--- config.mk ---
export PLATFORM = sky130hd
export DESIGN_NAME = imgconv_ram
export DESIGN_NICKNAME = d
export VERILOG_FILES = /design/src/imgconv_ram.sv
export SDC_FILE = /design/constraint.sdc
export NUM_CORES = 1
export LEC_CHECK = 0
export ABC_AREA = 1
export BUFFER_PORTS_ARGS = -buffer_cell sky130_fd_sc_hd__buf_2
export CORE_MARGIN = 3
export CORE_UTILIZATION = 30
export CTS_CLUSTER_SIZE = 8
export DETAILED_ROUTE_END_ITERATION = 16
export GPL_ROUTABILITY_DRIVEN = 0
export PLACE_DENSITY = 0.48
export RECOVER_POWER = 50
export SLEW_MARGIN = 30
export SYNTH_ARGS = -nofsm -noshare
export SYNTH_HDL_FRONTEND = slang
export SYNTH_SLANG_ARGS = --single-unit
--- constraint.sdc ---
create_clock -name i_clk -period 3.45 [get_ports i_clk]
set_input_delay 0.345 -clock i_clk [delete_from_list [all_inputs] [get_ports i_clk]]
set_output_delay 0.345 -clock i_clk [all_outputs]
set_load 0.1 [all_outputs]
--- src/imgconv_ram.sv ---
`default_nettype none

module imgconv_ram #(
    parameter int WIDTH = 16,
    parameter int DEPTH = 64,
    localparam int AW = (DEPTH > 1) ? $clog2(DEPTH) : 1
) (
    input  wire logic             i_clk,
    input  wire logic             i_we,
    input  wire logic [AW-1:0]    i_waddr,
    input  wire logic [WIDTH-1:0] i_wdata,
    input  wire logic [AW-1:0]    i_raddr,
    output logic      [WIDTH-1:0] o_rdata
);

    logic [WIDTH-1:0] r_mem [DEPTH];

    always_ff @(posedge i_clk) begin
        if (i_we) begin
            r_mem[i_waddr] <= i_wdata;
        end
        o_rdata <= r_mem[i_raddr];
    end

endmodule

`default_nettype wire

## Yosys cells after proc, flatten, opt, wreduce, memory -nomap -nowiden

Memory sizes are Yosys's and may differ from the RTL's. A register that Yosys moved wholly into a read port is not among the register bits.
Index checks and enable logic that the tools add are counted.

| cells by class | value |
|---|---|
| muxes and demuxes | 2 |

Operator list:

| operator | count |
|---|---|
| $mux W1 | 2 |

| word-level totals | value |
|---|---|
| memories kept | 1 |
| bits in registers | 0 |
| input port bits | 30 |
| logic and storage cells | 3 |
| memory bits (writable) | 1024 |

Memories:

| name | words | width | rd ports | clocked after memory_dff | write ports | line | source |
|---|---|---|---|---|---|---|---|
| r_mem | 64 | 16 | 1 | 1 | 1 | 16 | `logic [WIDTH-1:0] r_mem [DEPTH];` |

## Longest topological paths before layout

| logic depth | value |
|---|---|
| depth after elaboration | 2 |
| depth in mapped cells | 12 |
| depth with buffers taken out | 9 |

## Least setup slack after synthesis

OpenSTA, ideal clock, no wires.

| timing | value |
|---|---|
| path type | input to register |
| from | input port i_we |
| to | memory r_mem[48][0] (enable) |
| stages on the path | 3 |
| path buffers | 1 |
| setup slack | 0.551 ns |
| data arrival time | 2.469 ns |
| setup time | 0.431 ns |
| path through | clkbuf_1 -> nand4_1 -> nor4_1 |

| on the way | value |
|---|---|
| word-level cells in the longest chain between the ends | 2 |

RTL lines:

| what | line | source |
|---|---|---|
| start: declaration | 9 | `input wire logic i_we,` |
| $mux W1 | 19 | `if (i_we) begin` |
| $mux W1 (implied by the code) | 20 | `r_mem[i_waddr] <= i_wdata;` |
| end: declaration | 16 |  |

No other way between the ends.

## Worst setup path in the final report

| timing | value |
|---|---|
| from | input port i_wdata[2] |
| to | memory r_mem[6][2] (data pin) |

RTL lines:

| what | line | source |
|---|---|---|
| start: declaration | 11 | `input wire logic [WIDTH-1:0] i_wdata,` |

Straight into the memory's write port.

==> results.py <==
metrics = {
    "power": {
        "total_switching_power_mw": 6.73,
        "power_per_cell_area_nw_per_um2": 596,
        "power_switching_share_pct": 23.1,
        "power.ir.vdd_worst_mv": 0.385,
        "leakagePower_nw": 17.4,
        "power_report.internal_total_mw": 22.4,
        "seq_power_share_pct": 48.3,
        "clkPwrFrac_pct": 45.2,
        "combinationalPowerShare_pct": 6.5,
    },
    "cts": {
        "cts_resized": 0,
        "cts_root_buf": "sky130_fd_sc_hd__clkbuf_16",
        "clk_lat_worst_skew_ps": 750,
        "cts_tree": "done",
        "clock_sink_count": 1040,
        "cts_buf_count": 148,
        "ctsLongestPathBuffers": 3,
        "number_of_levels_the_h_tree_was_split_into": 4,
        "clkTransAtPathRegs_ps": 50,
    },
    "critical_path": {
        "end_kind": "register",
        "path_delay_family": "buffers and inverters",
        "critPathKind": "in -> reg",
        "cp_data_arrival_time_ps": 2970,
        "crit_path_start_kind": "primary input",
        "critical_path_buf_inv_count": 2,
        "timing.critical_path.cells": "clkbuf_1 > clkbuf_1",
        "worst-endpoint-required_ps": 3820,
        "cpMostUsedCell": "sky130_fd_sc_hd__clkbuf_1",
        "slowest_stage": "sky130_fd_sc_hd__clkbuf_1",
        "timing.critical_path.fanout_max": 42,
        "crit_cells": 2,
        "worst_r2r_path_depth": 8,
        "peak_per_stage_delay_on_the_critical_path_ps": 1660,
    },
    "timing": {
        "report.final.hold_viol_count": 0,
        "fin_worst_skew_ps": 33.6,
        "fmaxAchievable_mhz": 385,
        "timing.final.ws_setup_ps": 850,
        "finalSetupTns_ps": 0,
        "slew_headroom_pct": -97.7,
        "slew_violations": 562,
        "post-route-period-util_pct": 75.4,
        "layout_min_cycle_time_ps": 2600,
        "final-setup-viol-count": 0,
        "tightest_slew_ps": 2960,
        "unrepaired_setup_endpoints_after_global_routing": "no",
    },
    "logic_synthesis": {
        "synth_cell_types": 16,
        "postSynthRegisterBits": 1040,
        "ys_warn_count": 0,
        "syn-instance-count": 3517,
        "ys_seq_area_share_pct": 73.8,
        "syn-num-nets": 3547,
        "synthesis.area_per_instance_um2": 12.0,
        "synth_area_um2": 42100,
    },
    "detailed_routing": {
        "drtPass1Iterations": 5,
        "drt_iter0_drc": 2569,
        "post_drt_wl_per_cell_um": 22.9,
        "post-route-drc-count": 0,
        "route.detailed.vias_per_inst": 4.90,
        "drtAntennaViolNets": 0,
        "final_wirelength_um": 128000,
        "vias": 27300,
    },
    "floorplan": {
        "die_area_um2": 145000,
        "dieWidth_um": 381,
        "core_um2": 138000,
        "fp.dieH_um": 381,
        "number_of_top_level_design_ports": 46,
        "placement_rows": 136,
        "initial_core_util_pct": 30.4,
    },
    "place": {
        "place.port_buffers": 45,
        "post-place-ws_ps": 726,
        "detailedPlacementHpwl_um": 71500,
    },
    "finish": {
        "final_nets": 3678,
        "drive_above_1_share_pct": 9.76,
        "layout.cells.most_common_list": "sky130_fd_sc_hd__nand2_1 (1,296), sky130_fd_sc_hd__edfxtp_1 (1,024), sky130_fd_sc_hd__nand3_1 (871), sky130_fd_sc_hd__clkbuf_16 (154), sky130_fd_sc_hd__buf_4 (111)",
        "leading_cell_type_in_the_layout_fill_and_taps_excluded": "sky130_fd_sc_hd__nand2_1",
        "synthToLayoutAreaGrowth_pct": 16.2,
    },
    "global_routing": {
        "overflow": 0,
        "grt_pass1_vias": 26300,
        "grt_first_pass_wirelength_um": 185000,
        "grt_start_max_net_pins": 119,
        "grt_util_all_layers_pct": 17.3,
        "antenna_found_initial": 12,
    },
    "hold_path": {
        "min_delay_path_depth": 3,
        "min_path_type": "in -> reg",
    },
    "outcome": {
        "run_status": "complete, but fails checks",
        "failed_checks": "max-capacitance violations, max-slew violations",
    },
    "job": {
        "max_cap_viol_count": 13,
    },
}
[cells in the mapped netlist]
master,instances,area (um2)
sky130_fd_sc_hd__buf_2,113,566
sky130_fd_sc_hd__clkbuf_1,26,97.6
sky130_fd_sc_hd__nor2_1,56,210
sky130_fd_sc_hd__nand2_1,1296,4860
sky130_fd_sc_hd__buf_1,17,63.8
sky130_fd_sc_hd__buf_6,49,552
sky130_fd_sc_hd__buf_8,1,15.0
sky130_fd_sc_hd__dfxtp_1,16,320
sky130_fd_sc_hd__nor4_1,8,50.1
sky130_fd_sc_hd__edfxtp_1,1024,30700
sky130_fd_sc_hd__inv_8,1,11.3
sky130_fd_sc_hd__inv_2,2,7.51
sky130_fd_sc_hd__nand4_1,9,56.3
sky130_fd_sc_hd__inv_1,9,33.8
sky130_fd_sc_hd__nand3_1,871,4360
sky130_fd_sc_hd__buf_4,19,143
[timing repair]
item	4_1_cts	5_1_grt
hold buffers	1	1
buffers inserted	0	0
endpoints found under the hold margin	7	8
[layout make-up]
| cell class | instances | area [um2] |
|---|---|---|
| multi-input combinational | 2240 | 9650 |
| fill | 13500 | 89400 |
| timing repair buffer | 206 | 1650 |
| clock buffer | 191 | 3990 |
| antenna | 8 | 20.0 |
| sequential | 1040 | 31100 |
| inverter | 12 | 73.8 |
| clock inverter | 10 | 120 |
| tap | 1863 | 2330 |
[through the flow]
step | hold WS [ps] | std cells | cell area (um2) | utilization [%] | power, mW
after detailed placement | 753 | 5358 | 44900 | 32.4 | 16.2
final | 76.7 | 5570 | 48900 | 35.3 | 29.2
after CTS | 6.39 | 5560 | 49000 | 35.4 | 29.5
after floorplan | 444 | 3517 | 42100 | - | 15.4
after global routing | 56.2 | 5562 | 48900 | 35.3 | 30.1
after global placement | 757 | 5358 | 44900 | 32.4 | 16.2
[tightest hold or removal path, stage by stage]
cell                      delay (ps)
sky130_fd_sc_hd__buf_2           230
sky130_fd_sc_hd__nand3_1         140
sky130_fd_sc_hd__nand2_1          40
[worst paths after layout]
| path | slack, ps | from | to |
|---|---|---|---|
| setup / recovery | 850 | i_wdata[2] | r_mem[6][2] |
| hold / removal | 80 | i_raddr[5] | o_rdata[15] |
| setup reg to reg | 1720 | r_mem[7][3] | o_rdata[3] |
| hold reg to reg | 820 | r_mem[4][14] | o_rdata[14] |
[sequential cells by signal, summed over array words and instances, names as in the netlist]
| name | cells |
|---|---|
| o_rdata | 16 |
| r_mem | 1024 |
[cells by family after synthesis]
kind of cell | Yosys count | share of synthesized area, %
buf+inv | 237 | 3.54
flops | 1040 | 73.8
simple gates | 2240 | 22.7
[power groups by stage]
stage / clock [mW] / sequential [mW] / combinational (mW)
6_report: 13.2 / 14.1 / 1.91
3_3_place_gp: 0 / 14.3 / 1.94
5_1_grt: 14.0 / 14.1 / 2.07
3_5_place_dp: 0 / 14.3 / 1.94
2_1_floorplan: 0 / 14.5 / 0.936
4_1_cts: 13.5 / 14.1 / 1.94
[per-layer routing]
metal,track usage (%),wire (um),vias up
met3,3.85,8890,185
met1,24.2,57300,13600
met4,5.88,3320,2
met5,0,13,-
li1,-,-,12700
met2,26.7,58000,865
Note: power is estimated with default switching activity, not from simulation.
